File: src/hw/rtl/rcst_pkg.sv
// ---------------------------------------------------------------------------
// rcst_pkg
// Shared types and constants of the reference-counted segment table.
// ---------------------------------------------------------------------------
`default_nettype none

package rcst_pkg;

  // Table geometry.
  localparam int SLOTS      = 64;
  localparam int ID_BITS    = 16;
  localparam int FRAME_BITS = 20;
  localparam int SLOT_W     = (SLOTS > 1) ? $clog2(SLOTS) : 1;

  // Fixed widths of the stream fields.
  localparam int CMD_IN_W    = 1;
  localparam int ID_IN_W     = 16;
  localparam int FRAME_IN_W  = 20;
  localparam int STATUS_W    = 3;
  localparam int SLOT_OUT_W  = 6;
  localparam int FRAME_OUT_W = 20;
  localparam int COUNT_W     = 16;
  localparam int IN_TDATA_W  = 40;
  localparam int OUT_TDATA_W = 48;

  localparam logic [COUNT_W-1:0] COUNT_MAX = '1;
  localparam logic [COUNT_W-1:0] COUNT_ONE = COUNT_W'(1);

  // Commands.
  localparam logic [CMD_IN_W-1:0] CMD_OPEN  = 1'b0;
  localparam logic [CMD_IN_W-1:0] CMD_CLOSE = 1'b1;

  // Result status codes.
  localparam logic [STATUS_W-1:0] ST_OPENED    = 3'd0;
  localparam logic [STATUS_W-1:0] ST_CREATED   = 3'd1;
  localparam logic [STATUS_W-1:0] ST_FULL      = 3'd2;
  localparam logic [STATUS_W-1:0] ST_CLOSED    = 3'd3;
  localparam logic [STATUS_W-1:0] ST_NOT_FOUND = 3'd4;
  localparam logic [STATUS_W-1:0] ST_BAD_ID    = 3'd5;

  // One table slot; an id of zero marks the slot empty.
  typedef struct packed {
    logic [ID_BITS-1:0]    id;
    logic [FRAME_BITS-1:0] frame;
    logic [COUNT_W-1:0]    count;
  } ent_t;

  // Write into the slot whose index matches, while the ring stands still.
  typedef struct packed {
    logic              en;
    logic [SLOT_W-1:0] idx;
    ent_t              ent;
  } wr_t;

  // One result item.
  typedef struct packed {
    logic [STATUS_W-1:0]    status;
    logic [SLOT_OUT_W-1:0]  slot;
    logic [FRAME_OUT_W-1:0] frame;
    logic [COUNT_W-1:0]     count;
  } res_t;

  typedef enum logic [1:0] {
    S_IDLE,
    S_SCAN,
    S_DONE
  } state_t;

endpackage

`default_nettype wire

File: src/hw/rtl/rcst_ctrl.sv
// ---------------------------------------------------------------------------
// rcst_ctrl
// Request sequencer: watches the ring head during a full rotation (none for
// a zero id), then decides the result and the single slot update.
// ---------------------------------------------------------------------------
`default_nettype none

module rcst_ctrl (
  input  logic                              clk,
  input  logic                              rst,
  input  logic                              in_valid,
  output logic                              in_ready,
  input  logic [rcst_pkg::CMD_IN_W-1:0]     in_cmd,
  input  logic [rcst_pkg::ID_IN_W-1:0]      in_id,
  input  logic [rcst_pkg::FRAME_IN_W-1:0]   in_frame,
  input  rcst_pkg::ent_t                    head,
  input  logic                              out_free,
  output logic                              shift,
  output rcst_pkg::wr_t                     wr,
  output rcst_pkg::res_t                    res,
  output logic                              res_load
);

  rcst_pkg::state_t state, state_next;

  logic [rcst_pkg::SLOT_W-1:0]     cnt;
  logic [rcst_pkg::CMD_IN_W-1:0]   req_cmd;
  logic [rcst_pkg::ID_BITS-1:0]    req_id;
  logic [rcst_pkg::FRAME_BITS-1:0] req_frame;
  logic                            bad;
  logic                            found;
  logic                            have_empty;
  logic [rcst_pkg::SLOT_W-1:0]     hit_idx;
  logic [rcst_pkg::SLOT_W-1:0]     empty_idx;
  logic [rcst_pkg::FRAME_BITS-1:0] hit_frame;
  logic [rcst_pkg::COUNT_W-1:0]    hit_count;
  logic                            accept;
  logic                            scan_last;

  assign accept    = (state == rcst_pkg::S_IDLE) && in_valid;
  assign scan_last = (cnt == rcst_pkg::SLOT_W'(rcst_pkg::SLOTS - 1));

  always_comb begin
    state_next = state;
    unique case (state)
      rcst_pkg::S_IDLE: begin
        if (in_valid) begin
          state_next = (in_id == '0) ? rcst_pkg::S_DONE : rcst_pkg::S_SCAN;
        end
      end
      rcst_pkg::S_SCAN: begin
        if (scan_last) begin
          state_next = rcst_pkg::S_DONE;
        end
      end
      rcst_pkg::S_DONE: begin
        if (out_free) begin
          state_next = rcst_pkg::S_IDLE;
        end
      end
      default: state_next = rcst_pkg::S_IDLE;
    endcase
  end

  always_ff @(posedge clk) begin
    if (rst) begin
      state <= rcst_pkg::S_IDLE;
    end else begin
      state <= state_next;
    end
  end

  // Request capture and scan bookkeeping. The head shows slot cnt.
  always_ff @(posedge clk) begin
    if (rst) begin
      cnt        <= '0;
      found      <= 1'b0;
      have_empty <= 1'b0;
      bad        <= 1'b0;
    end else if (accept) begin
      cnt        <= '0;
      found      <= 1'b0;
      have_empty <= 1'b0;
      bad        <= (in_id == '0);
    end else if (state == rcst_pkg::S_SCAN) begin
      cnt <= cnt + 1'b1;
      if (!found && !have_empty && (head.id == '0)) begin
        have_empty <= 1'b1;
      end
      if (!found && (head.id == req_id)) begin
        found <= 1'b1;
      end
    end
  end

  always_ff @(posedge clk) begin
    if (accept) begin
      req_cmd   <= in_cmd;
      req_id    <= rcst_pkg::ID_BITS'(in_id);
      req_frame <= rcst_pkg::FRAME_BITS'(in_frame);
    end
    if (state == rcst_pkg::S_SCAN) begin
      if (!found && !have_empty && (head.id == '0)) begin
        empty_idx <= cnt;
      end
      if (!found && (head.id == req_id)) begin
        hit_idx   <= cnt;
        hit_frame <= head.frame;
        hit_count <= head.count;
      end
    end
  end

  always_comb begin
    logic [rcst_pkg::COUNT_W-1:0] cnt_up;
    logic [rcst_pkg::COUNT_W-1:0] cnt_dn;
    cnt_up   = (hit_count == rcst_pkg::COUNT_MAX) ? hit_count : hit_count + 1'b1;
    cnt_dn   = hit_count - 1'b1;
    in_ready = (state == rcst_pkg::S_IDLE);
    shift    = (state == rcst_pkg::S_SCAN);
    res_load = (state == rcst_pkg::S_DONE) && out_free;
    res      = '0;
    wr       = '0;
    if (bad) begin
      res.status = rcst_pkg::ST_BAD_ID;
    end else if (req_cmd == rcst_pkg::CMD_OPEN) begin
      if (found) begin
        res.status = rcst_pkg::ST_OPENED;
        res.slot   = rcst_pkg::SLOT_OUT_W'(hit_idx);
        res.frame  = rcst_pkg::FRAME_OUT_W'(hit_frame);
        res.count  = cnt_up;
        wr.en      = 1'b1;
        wr.idx     = hit_idx;
        wr.ent     = '{id: req_id, frame: hit_frame, count: cnt_up};
      end else if (have_empty) begin
        res.status = rcst_pkg::ST_CREATED;
        res.slot   = rcst_pkg::SLOT_OUT_W'(empty_idx);
        res.frame  = rcst_pkg::FRAME_OUT_W'(req_frame);
        res.count  = rcst_pkg::COUNT_ONE;
        wr.en      = 1'b1;
        wr.idx     = empty_idx;
        wr.ent     = '{id: req_id, frame: req_frame, count: rcst_pkg::COUNT_ONE};
      end else begin
        res.status = rcst_pkg::ST_FULL;
      end
    end else begin
      if (!found) begin
        res.status = rcst_pkg::ST_NOT_FOUND;
      end else begin
        res.status = rcst_pkg::ST_CLOSED;
        res.slot   = rcst_pkg::SLOT_OUT_W'(hit_idx);
        res.frame  = rcst_pkg::FRAME_OUT_W'(hit_frame);
        wr.en      = 1'b1;
        wr.idx     = hit_idx;
        if (hit_count > rcst_pkg::COUNT_ONE) begin
          res.count = cnt_dn;
          wr.ent    = '{id: req_id, frame: hit_frame, count: cnt_dn};
        end else begin
          // Last reference gone: the slot is freed.
          res.count = '0;
          wr.ent    = '0;
        end
      end
    end
    wr.en = wr.en && res_load;
  end

endmodule

`default_nettype wire

File: config.mk
export PLATFORM = sky130hd
export DESIGN_NAME = rcst_ctrl
export DESIGN_NICKNAME = d
export VERILOG_FILES = /design/src/hw/rtl/rcst_pkg.sv /design/src/hw/rtl/rcst_ctrl.sv
export SDC_FILE = /design/constraint.sdc
export NUM_CORES = 1
export LEC_CHECK = 0
export ABC_AREA = 1
export BUFFER_PORTS_ARGS = -buffer_cell sky130_fd_sc_hd__buf_2
export CAP_MARGIN = 20
export CORE_MARGIN = 2
export CORE_UTILIZATION = 52
export CTS_BUF_LIST = sky130_fd_sc_hd__clkbuf_8
export DETAILED_ROUTE_END_ITERATION = 10
export PLACE_DENSITY = 0.94
export SLEW_MARGIN = 15
export SYNTH_ARGS = -nofsm -noshare
export SYNTH_HDL_FRONTEND = slang
export SYNTH_SLANG_ARGS = --single-unit
File: constraint.sdc
create_clock -name clk -period 4.2 [get_ports clk]
set_clock_uncertainty 0.05 [all_clocks]
set_input_delay 0 -clock clk [delete_from_list [all_inputs] [get_ports clk]]
set_output_delay 0 -clock clk [all_outputs]
set_load 0.01 [all_outputs]
== Yosys cells after proc, flatten, opt, wreduce, memory -nomap -nowiden ==
Index checks and enable logic that the tools add are counted.

* Register bits: 96
* Logic and storage cells: 60

* Add/sub/neg operators: 3
* Multiplexer cells: 21
* Eq/ne operators: 8
* Order comparisons: 1
* Reduce and logical (&&, ||, !) cells: 15

{| class="wikitable"
|+ Operators with widths
! cell !! number
|-
| 2-to-1 mux 59 bit || 5
|-
| 2-to-1 mux 42 bit || 3
|-
| 2-to-1 mux 52 bit || 1
|-
| 2-to-1 mux 45 bit || 1
|-
| 2-to-1 mux 44 bit || 1
|-
| logical NOT 16 bit || 2
|-
| 2-to-1 mux 16 bit || 2
|-
| adder 16 x 1 -> 16 bit, second input constant || 1
|-
| equality test 16 bit || 1
|-
| equality test 16 bit, second input constant || 1
|-
| greater-than comparator 16 x 1 -> 1 bit, second input constant || 1
|-
| subtractor 16 x 1 -> 16 bit, second input constant || 1
|-
| 2-to-1 mux 2 bit || 5
|-
| adder 6 x 1 -> 6 bit, second input constant || 1
|-
| equality test 6 bit, second input constant || 1
|-
| logical AND 1 bit || 6
|-
| 2-to-1 mux 3 bit || 2
|-
| case mux 2 bit (3 select lines) || 1
|-
| != test 2 bit, second input constant || 2
|-
| AND reduction 2 bit || 2
|-
| AND reduction 3 bit || 1
|-
| equality test 2 x 1 -> 1 bit, second input constant || 1
|-
| equality test 2 bit, second input constant || 1
|-
| logical NOT 1 bit || 2
|-
| other kinds (3) || 3
|}

== Longest topological paths before layout ==
* Depth after elaboration: 6
* Gate-level depth with buffers: 12
* Mapped depth without buffers: 11

== Worst setup path before layout ==
No wires, ideal clock.

* Path kind: reg2reg
* Start point: register state[1]
* End point: register hit_count[0] (netlist name), enable pin
* Required time: 3.709 ns
* Arrival: 2.709 ns
* Setup time: 0.441 ns
* Path slack: 0.999 ns
* Stages on the path, launching flop included: 8
* Path through: dfxtp_1 inv_1 nand2_1 nor2_1 nand3_1 nor3_1 nand3b_1 nor2_1

* Cells in the longest elaborated chain, start to end: 2

{| class="wikitable"
|+ Ends and longest elaborated chain
! item !! line !! text
|-
| start: declaration || rcst_ctrl.sv:24 || <nowiki>rcst_pkg::state_t state, state_next;</nowiki>
|-
| start signal: assignment || rcst_ctrl.sv:67 || <nowiki>state <= rcst_pkg::S_IDLE;</nowiki>
|-
| start signal: assignment || rcst_ctrl.sv:69 || <nowiki>state <= state_next;</nowiki>
|-
| equality test 2 x 1 -> 1 bit || rcst_ctrl.sv:102 || <nowiki>if (state == rcst_pkg::S_SCAN) begin</nowiki>
|-
| AND reduction 2 bit (no line) || - ||
|-
| end signal: assignment || rcst_ctrl.sv:109 || <nowiki>hit_count <= head.count;</nowiki>
|-
| end: declaration || rcst_ctrl.sv:36 || <nowiki>logic [rcst_pkg::COUNT_W-1:0] hit_count;</nowiki>
|}

No other way between the ends.
A chain may end at the register's enable or synchronous reset.

==> results.json <==
{
  "status": "completed",
  "fillers": 818,
  "initial_utilization_pct": 52.8,
  "synth_largest_area_cell": "edfxtp_1",
  "comb_power_share_pct": 12.2,
  "rsz0062_at_grt": "false",
  "startpoint_type": "register",
  "synth_area_mm2": 0.00565,
  "finalCritPeriodShare_pct": 71.9,
  "hold_violations": 0,
  "synth.top_cells.by_area": "edfxtp_1 (45%), nand2_1 (12%), nor2_1 (6.9%)",
  "clock_latency_ns": 0.36,
  "routabilityCongestion": 0.912,
  "area_growth_pct": 34.2,
  "hold_slack_ns": 0.0361,
  "place_area_mm2": 0.00658,
  "power_leakage_nw": 3.67,
  "power_density_mw_per_mm2": 258,
  "switching_share_pct": 26.9,
  "synth_ff_type": "edfxtp_1",
  "cts_tree": "built",
  "vias_per_cell": 5.25,
  "slowest_delay_ns": 0.71,
  "drt_iter0_drc": 561,
  "die-area_mm2": 0.0117,
  "fmax_mhz": 331,
  "seq_power_share_pct": 55.9,
  "crit_type": "register to primary output",
  "grt_first_pass_wirelength_um": 26100,
  "io_pins": 200,
  "ant_nets": 0,
  "path_buf_inv": 3,
  "core_area_mm2": 0.0107,
  "period_minus_slack_ns": 3.02,
  "seq_area_frac_synth_pct": 49.1,
  "grtUsageTotal_pct": 28.8,
  "yosysUniqueCellTypes": 34,
  "final_common_cell": "buf_2",
  "clkPwrFrac_pct": 31.9,
  "pre_cts_slack_ns": 1.62,
  "critPathRequiredTime_ns": 4.15,
  "port_buffers": 199,
  "synth_cells": 705,
  "dp_hpwl_um": 11000,
  "wl_per_cell_um": 15.6,
  "maxCapViolCount": 0,
  "die_width_um": 108,
  "final_nets": 1050,
  "yosys_warnings": 0,
  "cts.sinks": 96,
  "p_int_mw": 1.43,
  "h-tree-depth": 3,
  "drive_gt1_share_pct": 25.2,
  "slew_headroom_pct": 36.2,
  "path_clk_slew_ns": 0.11,
  "clock_path_buffers": 2,
  "setup_viol": 0,
  "ys_seq_elements": 96,
  "critPathMaxFanout": 22,
  "antenna_found_initial": 1,
  "crit_slowest_cell": "nand3b_1",
  "cts_root_buffer": "clkbuf_8",
  "arrival_ns": 2.97,
  "tns_ns": 0,
  "drtPass1Iterations": 5,
  "grt_overflow_total": 0,
  "min_path_type": "primary input to register",
  "final_cell_area_mm2": 0.00758,
  "vdd_ir_drop_max_mv": 0.215,
  "slew_viol_final": 0,
  "grt_pass1_vias": 5423,
  "grt_max_degree": 41,
  "rows": 38,
  "num_vias": 5772,
  "synth_edf_count": 85,
  "switching_power_mw": 0.527,
  "critPathTopFamily": "simple AND/OR/NAND/NOR gates",
  "crit_path_end_kind": "primary output",
  "tightest_slew_ns": 0.954,
  "die_y_um": 108,
  "final_cell_mix": "buf_2 (199), nand2_1 (174), nor2_1 (103), edfxtp_1 (85), inv_1 (83)",
  "post_cts_resize_count": 0,
  "drc": 0,
  "syn_nets": 802,
  "syn_avg_cell_area_um2": 8.02,
  "synthArstFlopShare_pct": 0,
  "drt-total-wl_um": 17100,
  "crit_chain": "inv_1 -> ha_1 -> inv_1 -> nand2_1 -> nand3_1 -> nor2_1 -> nand3b_1 -> nand2_1 -> nor2_1 -> nand2_1 -> nor2_1 -> buf_2",
  "fin_ws_ns": 1.18,
  "cts-buffers-inserted": 9,
  "synth_top_area_share_pct": 45.2
}
-- synth_stat cells, types with 11 or more instances --
library cell	instances
xor2_1	13
inv_1	84
dfxtp_1	11
nand2_1	174
nand3_1	74
a21oi_1	17
nor3_1	11
nor2_1	104
o21ai_0	32
buf_4	23
edfxtp_1	85
buf_2	12
-- stage by stage --
step / cells / power, mW / utilization (%)
2_1_floorplan: 705 / 1.20 / -
3_3_place_gp: 1002 / 1.28 / 61.4
3_5_place_dp: 1003 / 1.29 / 61.5
4_1_cts: 1098 / 1.94 / 70.9
5_1_grt: 1099 / 2.02 / 70.9
6_report: 1100 / 1.96 / 70.9
-- sequential cells by signal, summed over array words and instances (netlist names) --
signal      cells
cnt             6
hit_frame      20
found           1
req_cmd         1
bad             1
req_id         16
hit_idx         6
have_empty      1
empty_idx       6
hit_count      16
state           2
req_frame      20
-- worst register-to-register path, delay by kind of cell, from the launching register on --
family | cells | cell delay (ns)
DFF | 1 | 0.39
buffers and inverters | 1 | 0.28
and+or+nand+nor | 6 | 1.24
-- cell families after synthesis --
kind of cell / Yosys count / synth area share [%]
AO/OA/AOI/OAI: 55 / 5.31
XOR/XNOR: 20 / 3.10
adder cells (fa/ha/maj): 4 / 0.886
buffers and inverters: 131 / 10.9
flip-flops: 96 / 49.1
AND/OR/NAND/NOR: 399 / 30.8
-- path summary, 6_finish.rpt --
kind / start / to / slack [ns] / cells past startpoint
worst min register to register: have_empty / have_empty / 0.48 / 2
worst max register to register: state[0] / hit_idx[1] / 1.95 / 7
worst min-delay path: head[38] / found / 0.04 / 6
worst max-delay path: hit_count[0] / res[14] / 1.18 / 12
-- routing by layer --
metal / part of all wire [%] / GRT usage (%)
met1: 38 / 34.5
met2: 51 / 50.6
met3: 6.9 / 4.04
met4: 4.0 / 14.3
met5: 0 / 0
-- layout make-up --
class	count	area (um2)	area share (%)
inverter	85	319	4.21
clock buffer	9	124	1.63
timing repair buffer	283	1840	24.2
antenna	2	5.00	0.0660
clock inverter	7	81.3	1.07
multi-input combinational	478	2270	29.9
sequential	96	2770	36.6
tap	140	175	2.31
-- timing repair --
action	CTS	global route
buffers inserted	0	0
hold buffers	79	0
hold endpoints to repair	80	0
-- power groups by stage --
stage	registers [mW]	clock network [mW]	logic (mW)
6_report	1.09	0.624	0.239
5_1_grt	1.10	0.665	0.261
4_1_cts	1.09	0.621	0.231
3_5_place_dp	1.11	0	0.173
3_3_place_gp	1.11	0	0.171
2_1_floorplan	1.10	0	0.0985
Power figures use the tool's default switching activity.
