**src/hw/rtl/rcst_pkg.sv**
```systemverilog
// ---------------------------------------------------------------------------
// rcst_pkg
// Shared types and constants of the reference-counted segment table.
// ---------------------------------------------------------------------------
`default_nettype none

package rcst_pkg;

  // Table geometry.
  localparam int SLOTS      = 64;
  localparam int ID_BITS    = 16;
  localparam int FRAME_BITS = 20;
  localparam int SLOT_W     = (SLOTS > 1) ? $clog2(SLOTS) : 1;

  // Fixed widths of the stream fields.
  localparam int CMD_IN_W    = 1;
  localparam int ID_IN_W     = 16;
  localparam int FRAME_IN_W  = 20;
  localparam int STATUS_W    = 3;
  localparam int SLOT_OUT_W  = 6;
  localparam int FRAME_OUT_W = 20;
  localparam int COUNT_W     = 16;
  localparam int IN_TDATA_W  = 40;
  localparam int OUT_TDATA_W = 48;

  localparam logic [COUNT_W-1:0] COUNT_MAX = '1;
  localparam logic [COUNT_W-1:0] COUNT_ONE = COUNT_W'(1);

  // Commands.
  localparam logic [CMD_IN_W-1:0] CMD_OPEN  = 1'b0;
  localparam logic [CMD_IN_W-1:0] CMD_CLOSE = 1'b1;

  // Result status codes.
  localparam logic [STATUS_W-1:0] ST_OPENED    = 3'd0;
  localparam logic [STATUS_W-1:0] ST_CREATED   = 3'd1;
  localparam logic [STATUS_W-1:0] ST_FULL      = 3'd2;
  localparam logic [STATUS_W-1:0] ST_CLOSED    = 3'd3;
  localparam logic [STATUS_W-1:0] ST_NOT_FOUND = 3'd4;
  localparam logic [STATUS_W-1:0] ST_BAD_ID    = 3'd5;

  // One table slot; an id of zero marks the slot empty.
  typedef struct packed {
    logic [ID_BITS-1:0]    id;
    logic [FRAME_BITS-1:0] frame;
    logic [COUNT_W-1:0]    count;
  } ent_t;

  // Write into the slot whose index matches, while the ring stands still.
  typedef struct packed {
    logic              en;
    logic [SLOT_W-1:0] idx;
    ent_t              ent;
  } wr_t;

  // One result item.
  typedef struct packed {
    logic [STATUS_W-1:0]    status;
    logic [SLOT_OUT_W-1:0]  slot;
    logic [FRAME_OUT_W-1:0] frame;
    logic [COUNT_W-1:0]     count;
  } res_t;

  typedef enum logic [1:0] {
    S_IDLE,
    S_SCAN,
    S_DONE
  } state_t;

endpackage

`default_nettype wire

```
**src/hw/rtl/rcst_cell.sv**
```systemverilog
// ---------------------------------------------------------------------------
// rcst_cell
// One slot of the segment ring: shifts toward the head or takes a write.
// ---------------------------------------------------------------------------
`default_nettype none

module rcst_cell (
  input  logic                       clk,
  input  logic                       rst,
  input  logic [rcst_pkg::SLOT_W-1:0] cell_idx,
  input  logic                       shift,
  input  rcst_pkg::ent_t             nxt,
  input  rcst_pkg::wr_t              wr,
  output rcst_pkg::ent_t             ent
);

  always_ff @(posedge clk) begin
    if (rst) begin
      ent <= '0;
    end else if (shift) begin
      ent <= nxt;
    end else if (wr.en && (wr.idx == cell_idx)) begin
      ent <= wr.ent;
    end
  end

endmodule

`default_nettype wire

```
**config.mk**
```make
export PLATFORM = sky130hd
export DESIGN_NAME = rcst_cell
export DESIGN_NICKNAME = d
export VERILOG_FILES = /design/src/hw/rtl/rcst_pkg.sv /design/src/hw/rtl/rcst_cell.sv
export SDC_FILE = /design/constraint.sdc
export NUM_CORES = 1
export LEC_CHECK = 0
export ABC_AREA = 1
export BUFFER_PORTS_ARGS = -buffer_cell sky130_fd_sc_hd__buf_2
export CORE_AREA = 2 2 105 107
export DETAILED_ROUTE_END_ITERATION = 10
export DIE_AREA = 0 0 107 109
export GPL_TIMING_DRIVEN = 1
export MAX_ROUTING_LAYER = met4
export PLACE_DENSITY = 0.69
export SLEW_MARGIN = 10
export SYNTH_ARGS = -nofsm -noshare
export SYNTH_HDL_FRONTEND = slang
export SYNTH_SLANG_ARGS = --single-unit
```
**constraint.sdc**
```tcl
create_clock -name clk -period 3.35 [get_ports clk]
set_clock_uncertainty 0.15 [all_clocks]
set_input_delay 0.67 -clock clk [delete_from_list [all_inputs] [get_ports clk]]
set_output_delay 0.67 -clock clk [all_outputs]
set_load 0.1 [all_outputs]
```
# After elaboration in Yosys (flattened, before gate mapping)
# Index checks and enable logic that the tools add are counted.
# word_totals
romBits,0
mem_bits_rw,0
memories,0
latch_bits,0
register_bits,52
output_inout_bits,52
# op_classes
shifts,0
n_mux,2
add_sub_neg,0
multipliers,0
bitwise,0
order_cmp,0
reduce_logical,2
eq_ne,1
n_div,0
# ops
op,n
2-to-1 mux 52 bit,2
== test 6 bit,1
nonzero test 2 bit,1
logical AND 1 bit,1

# Longest topological paths before layout
# Gate-level depths: netlist (run 1).
# logic_depth
depth_word,4
mapped_depth,11
mapped_depth_nobuf,10

# Worst setup path after synthesis (run 1)
# OpenSTA, ideal clock, no wires.
# synth_path
path_type,reg2out
from,register ent[0] in the netlist's numbering
to,output ent[0] in the netlist's numbering
required_time_ns,2.530
n_path_buf,0
slack_ns,1.606
stages_incl_launch_ff,1
arrival_time_ns,0.924
path_cell_list,dfxtp_1
# synth_rtl
item,line,rtl
start: declaration,rcst_cell.sv:14,output rcst_pkg::ent_t ent
start signal: assignment,rcst_cell.sv:21,ent <= nxt;
start signal: assignment,rcst_cell.sv:23,ent <= wr.ent;
# No word-level cell between the ends.

# Worst setup path after layout (run 1)
# layout_path
from,input cell_idx[5] in the netlist's numbering
to,register ent[48] in the netlist's numbering
# layout_between
elab_chain_cells,3
# layout_rtl
item,line,rtl
start: declaration,rcst_cell.sv:10,"input logic [rcst_pkg::SLOT_W-1:0] cell_idx,"
== test 6 bit,rcst_cell.sv:22,end else if (wr.en && (wr.idx == cell_idx)) begin
logical AND 1 bit,rcst_cell.sv:22,
nonzero test 2 bit (no source line),n/a,
# No other way between the ends.
# A chain may end at the register's enable or synchronous reset.

==> results of run 1 <==
metal layers:
layer	vias up	share of wire (%)	track usage, %
met5	-	0	-
met4	0	1.0	3.62
met3	6	6.4	2.93
met2	111	48	27.0
met1	1502	44	17.3
li1	1922	-	-
cell type report:
cell class              count  area share (%)
repair buffers            176            20.6
multi-input cells         401            44.7
flip-flops and latches     52            23.0
clock buffers               6            1.82
inverters                  69            5.78
well taps                 140            3.87
clock inverters             2           0.221
metrics by stage:
stage               cells  worst slack [ns]  power (mW)  hold WS, ns  util, %
detailed placement    838              1.04        1.46        0.385     41.8
global placement      838              1.08        1.46        0.374     41.8
CTS                   846              1.38        1.85        0.399     42.7
finish                846              1.39        1.81        0.397     42.7
floorplan             554              1.61        1.32        0.741        -
global route          846              1.24        1.92        0.427     42.7
worst max-delay path, stage by stage:
cell and delay (ns):
buf_2 0.09, inv_1 0.06, o21ai_0 0.20, nor2_2 0.09, nand2_4 0.62, nand3_1 0.15
nand2_1 0.10, nor2_1 0.04
Yosys cell counts, drive strengths merged:
library cell and count:
a21oi 3, inv 68, o21ai 1, clkbuf 7, nor2 110, clkinv 1, buf 25, nand3 54
dfxtp 52, nand2 233
logic make-up after synthesis:
| logic type | Yosys count | share of synthesized area, % |
|---|---|---|
| AOI/OAI and AO/OA | 4 | 0.555 |
| buffers and inverters | 101 | 14.9 |
| DFF | 52 | 28.9 |
| and+or+nand+nor | 397 | 55.6 |
power breakdown:
group | internal, mW | total [mW] | switching, mW | leakage (nW)
Clock | 0.166 | 0.373 | 0.207 | 0.0510
Sequential | 0.666 | 0.688 | 0.0219 | 0.432
Combinational | 0.189 | 0.754 | 0.565 | 2.20
worst min-delay path by stage:
stage | end | start | slack (ns)
2_1_floorplan | ent[47] | rst | 0.74
3_3_place_gp | ent[48] | ent[48] | 0.37
3_5_place_dp | ent[48] | ent[48] | 0.38
4_1_cts | ent[48] | ent[48] | 0.40
5_1_grt | ent[1] | ent[1] | 0.43
6_report | ent[48] | ent[48] | 0.40
==> summary.md, run 1 <==
| Metric | Value |
|---|---|
| Status | completed |
| Final wirelength | 8.54 mm |
| Top flop regs | ent x52 |
| CP max FO | 52 |
| R2R depth | 4 |
| Post-DRT Antenna Nets | 0 |
| IO buf count | 171 |
| Final GP Congestion | 0.796 |
| Clock sinks | 52 |
| R2R Path Start | ent[18] |
| Worst Path Required | 3.40 ns |
| H-tree depth | 2 |
| Most frequent cells in the layout | 221 x nand2_1, 171 x buf_2, 67 x inv_1 |
| Leakage | 2.68 nW |
| Area leader, netlist | dfxtp_1 |
| Clock Root Buffer | clkbuf_8 |
| 1st-iter DRT viols | 105 |
| Die area | 0.0117 sq mm |
| Row count | 38 |
| Worst setup SP type | input port |
| CTS Buf Count | 5 |
| FILL cells | 1170 |
| Fin crit period | 1.96 ns |
| Starting Density | 34.0% |
| Crit. End Element | register |
| Post-DP HPWL | 6.15 mm |
| RSZ-0062 raised after global routing | false |
| Die W | 107 microns |
| Hold Path Depth | 4 |
| Drt first pass iters | 4 |
| Crit. Startpoint | cell_idx[5] |
| DIE HEIGHT | 109 microns |
| Largest net degree at the start of global routing | 60 |
| Commonest non-fill, non-tap cell in the layout | nand2_1 |
| Max_cap viols | 0 |
| CTS resizes | 0 |
| Worst hold path class | reg -> reg |
| Reg with most FFs | ent |
| Max reg flops | 52 |
| R2R Setup Slk | 2.50 ns |
| Power density over the cells | 401 mW/mm^2 |
| Worst-Skew Late Latency | 0.30 ns |
| Final instance area | 0.00453 sq mm |
| Post-synthesis sequential area ratio | 28.9% |
| Setup CP Type | in -> reg |
| Yosys cell types | 20 |
| Worst vdd ir | 197 uV |
| Buffer count from post-CTS setup fixing | 0 |
| Global-route usage over all layers | 15.0% |
| TNS Setup | 0 ns |
| Cells taking the most area after synthesis | dfxtp_1 29%, nand2_1 23%, nand3_2 14% |
| Setup crit end | ent[48] |
| Slew @ Worst Pin | 0.855 ns |
| Worst R2R End | ent[18] |
| Inserted Diodes | 0 |
| Area Overhead vs Synth | 25.6% |
| CTS Hold Bufs | 0 |
| Crit share post-route | 58.4% |
| Core box area | 0.0106 sq mm |
| Via count | 3541 |
| Cell count after synthesis | 554 |
| Hold Fails Final Rpt | 0 |
| Max_slew headroom | 43.0% |
| DP Area | 0.00443 sq mm |
| Netlist Area Pre-Place | 0.00360 sq mm |
| Area share of the largest cell type after synthesis | 28.9% |
| Arr. time, crit path | 2.01 ns |
| Yosys reg bits | 52 |
| Congestion Overflow GR | 0 |
| # nets final | 825 |
| Vias in the first global route | 3192 |
| Fmax | 511 MHz |
| Fraction of layout cells with a size suffix above 1 | 42.9% |
| WL per Instance | 10.1 microns |
| FF/Latch Area | 0.00104 sq mm |
| CTS tree | built |
| Post-route DRC | 0 |
| CTS max path bufs | 2 |
| I/O Pins | 172 |
| Global-route wire length before repair | 14.1 mm |
| Clock-pin slew on the worst setup and hold paths | 0.09 ns |
| Finish-stage setup viols | 0 |
| Multi-input gate area | 0.00202 sq mm |
| YS warnings | 0 |
| Post-synthesis net count | 674 |
| Pins Over Slew Limit | 0 |
| Mean Syn Cell Area | 6.50 sq um |
| Vias per cell | 4.19 |
| Initial antenna violation count | 0 |
Note: power is estimated with default switching activity, not from simulation.
==> inputs of run 2 (changes only) <==
--- a/config.mk
+++ b/config.mk
@@ -12,7 +12,7 @@
 export DIE_AREA = 0 0 107 109
 export GPL_TIMING_DRIVEN = 1
 export MAX_ROUTING_LAYER = met4
-export PLACE_DENSITY = 0.69
+export PLACE_DENSITY = 0.72
 export SLEW_MARGIN = 10
 export SYNTH_ARGS = -nofsm -noshare
 export SYNTH_HDL_FRONTEND = slang
==> constraint.sdc (replaced) <==
create_clock -name clk -period 1.8 [get_ports clk]
set_clock_uncertainty 0.15 [all_clocks]
set_input_delay 0.36 -clock clk [delete_from_list [all_inputs] [get_ports clk]]
set_output_delay 0.36 -clock clk [all_outputs]
set_load 0.1 [all_outputs]
==> run 2 against run 1 <==
  * Critical endpoint is now ent[4]
  * Routed wire length up 8.1%
  * Combinational power up 90%
  * Largest power group unchanged
  * Count of clock-buffer cells in the layout up 1
  * First-iteration DRC count up 24%
  * Sequential power up 86%
  * Die area unchanged
  * Total power up 89%
  * Global-route usage up 0.95 points
  * Core utilization up 1.2 points
==> summary.md, run 2 (synthesis results as in run 1) <==
| Metric | Value |
|---|---|
| Most used cell, CP | nor2_2 |
| Cell breakdown of the critical path | buf_2, inv_1, nand2_1, nand2_1, nor2_2, nand2_2, nor2_4, nor2_2, nor2_2, nor2_1 |
| Die W | 107 microns (unchanged) |
| Post-route DRC | 0 (unchanged) |
| Crit. Startpoint | cell_idx[3] |
| Fmax | 596 MHz |
| Reg with most FFs | ent |
| Top flop regs | ent x52 |
| R2R Path Start | ent[16] |
| Clock-pin slew on the worst setup and hold paths | 0.10 ns (about the same) |
| I/O Pins | 172 (unchanged) |
| CTS Hold Bufs | 0 (unchanged) |
| Fraction of layout cells with a size suffix above 1 | 43.8% (+0.89 points) |
| Worst R2R End | ent[16] |
| Max reg flops | 52 (unchanged) |
| Post-DRT Antenna Nets | 0 (unchanged) |
| Clock Root Buffer | clkbuf_8 |
| Worst vdd ir | 404 uV (+100%) |
| Post-DP HPWL | 6.42 mm (+4.3%) |
| CTS tree | built |
| Max_cap viols | 0 (unchanged) |
| Most frequent cells in the layout | 221 x nand2_1, 171 x buf_2, 67 x inv_1 |
| FF/Latch Area | 0.00104 sq mm (unchanged) |
| CTS max path bufs | 2 (unchanged) |
| Initial antenna violation count | 0 (unchanged) |
| Core box area | 0.0106 sq mm (unchanged) |
| 1st-iter DRT viols | 130 (+24%) |
| Via count | 3644 (+2.9%) |
| Crit share post-route | 93.2% |
| Worst-Skew Late Latency | 0.30 ns (about the same) |
| Setup CP Type | in -> reg |
| Row count | 38 (unchanged) |
| Slew @ Worst Pin | 1.01 ns (+0.154 ns) |
| WL per Instance | 10.8 microns (+6.5%) |
| Hold_sp | wr[7] |
| Clock sinks | 52 (unchanged) |
| Crit. End Element | register |
| CP max FO | 13 (-75%) |
| # nets final | 838 (+1.6%) |
| R2R depth | 4 (unchanged) |
| RSZ-0062 raised after global routing | false |
| Commonest non-fill, non-tap cell in the layout | nand2_1 |
| CTS Buf Count | 5 (unchanged) |
| Die area | 0.0117 sq mm (unchanged) |
| Congestion Overflow GR | 0 (unchanged) |
| TNS Setup | 0 ns (unchanged) |
| Final GP Congestion | 0.795 (about the same) |
| Multi-input gate area | 0.00204 sq mm (+0.87%) |
| Leakage | 2.75 nW (+2.4%) |
| CTS resizes | 0 (unchanged) |
| Worst hold path class | in -> reg |
| Pins Over Slew Limit | 0 (unchanged) |
| Largest net degree at the start of global routing | 53 (-12%) |
| Max_slew headroom | 32.7% (-10 points) |
| Global-route usage over all layers | 16.0% (+0.95 points) |
| Power density over the cells | 737 mW/mm^2 (+84%) |
| FILL cells | 1145 (-2.1%) |
| Starting Density | 34.0% (unchanged) |
| Slowest stage cell, crit path | nor2_2 |
| Inserted Diodes | 0 (unchanged) |
| Vias in the first global route | 3428 (+7.4%) |
| Hold Path Depth | 5 (+1) |
| DIE HEIGHT | 109 microns (unchanged) |
| Final worst hold slack | 0.232 ns (-0.165 ns) |
| Worst Path Required | 1.89 ns (-1.51 ns) |
| R2R Setup Slk | 0.98 ns (-1.52 ns) |
| Worst setup SP type | input port |
| H-tree depth | 2 (unchanged) |
| Arr. time, crit path | 1.77 ns (-0.24 ns) |
| Worst path max stage delay | 0.77 ns (+0.15 ns) |
| Vias per cell | 4.24 (+1.4%) |
| Buffer count from post-CTS setup fixing | 0 (unchanged) |
| Global-route wire length before repair | 15.0 mm (+6.6%) |
| Area Overhead vs Synth | 29.1% |
| Fin crit period | 1.68 ns |
| Status | completed |
| End of the worst hold path | ent[7] |
| Final wirelength | 9.24 mm (+8.1%) |
| Finish-stage setup viols | 0 (unchanged) |
| IO buf count | 171 (unchanged) |
| Drt first pass iters | 4 (unchanged) |
| Hold Fails Final Rpt | 0 (unchanged) |
## run 2: worst max-delay path by stage
stage                     endpoint  slack [ns]  depth (start not counted)
after floorplan             ent[0]        0.33                          4
after global placement     ent[47]       -0.27                         10
after detailed placement   ent[48]       -0.29                         10
after CTS                  ent[48]        0.03                         10
after global routing        ent[7]       0.006                         10
final                       ent[4]        0.12                         10
## run 2: critical path, delay by kind of cell
family | cells | cell delay, ns
and+or+nand+nor | 8 | 1.24
buffers and inverters | 2 | 0.16
## run 2: power breakdown
part	internal (mW)	switching, mW
clock network	0.314	0.398
registers	1.24	0.0412
logic	0.369	1.07
total	1.92	1.50
## run 2: layout make-up
| cell class | count | share of cell area, % |
|---|---|---|
| Sequential cell | 52 | 22.4 |
| Tap cell | 140 | 3.77 |
| Inverter | 69 | 5.62 |
| Clock buffer | 7 | 1.86 |
| Timing Repair Buffer | 187 | 22.3 |
| Multi-Input combinational cell | 403 | 43.9 |
| Clock inverter | 1 | 0.161 |
## run 2: routing by layer
metal / vias to the layer above / GRT usage [%] / share of wire (%)
li1: 1955 / - / -
met4: 0 / 3.53 / 0.88
met5: - / - / 0
met3: 8 / 3.35 / 6.0
met1: 1572 / 18.4 / 45
met2: 109 / 28.7 / 48
## run 2: per-stage QoR
stage | setup WS, ns | instance area (sq um) | instances | utilization, % | power, mW
6_report | 0.123 | 4650 | 859 | 43.9 | 3.43
5_1_grt | 0.00592 | 4650 | 859 | 43.9 | 3.63
4_1_cts | 0.0335 | 4630 | 857 | 43.7 | 3.47
3_5_place_dp | -0.290 | 4540 | 849 | 42.8 | 2.75
3_3_place_gp | -0.267 | 4540 | 849 | 42.8 | 2.74
2_1_floorplan | 0.332 | 3600 | 554 | - | 2.45
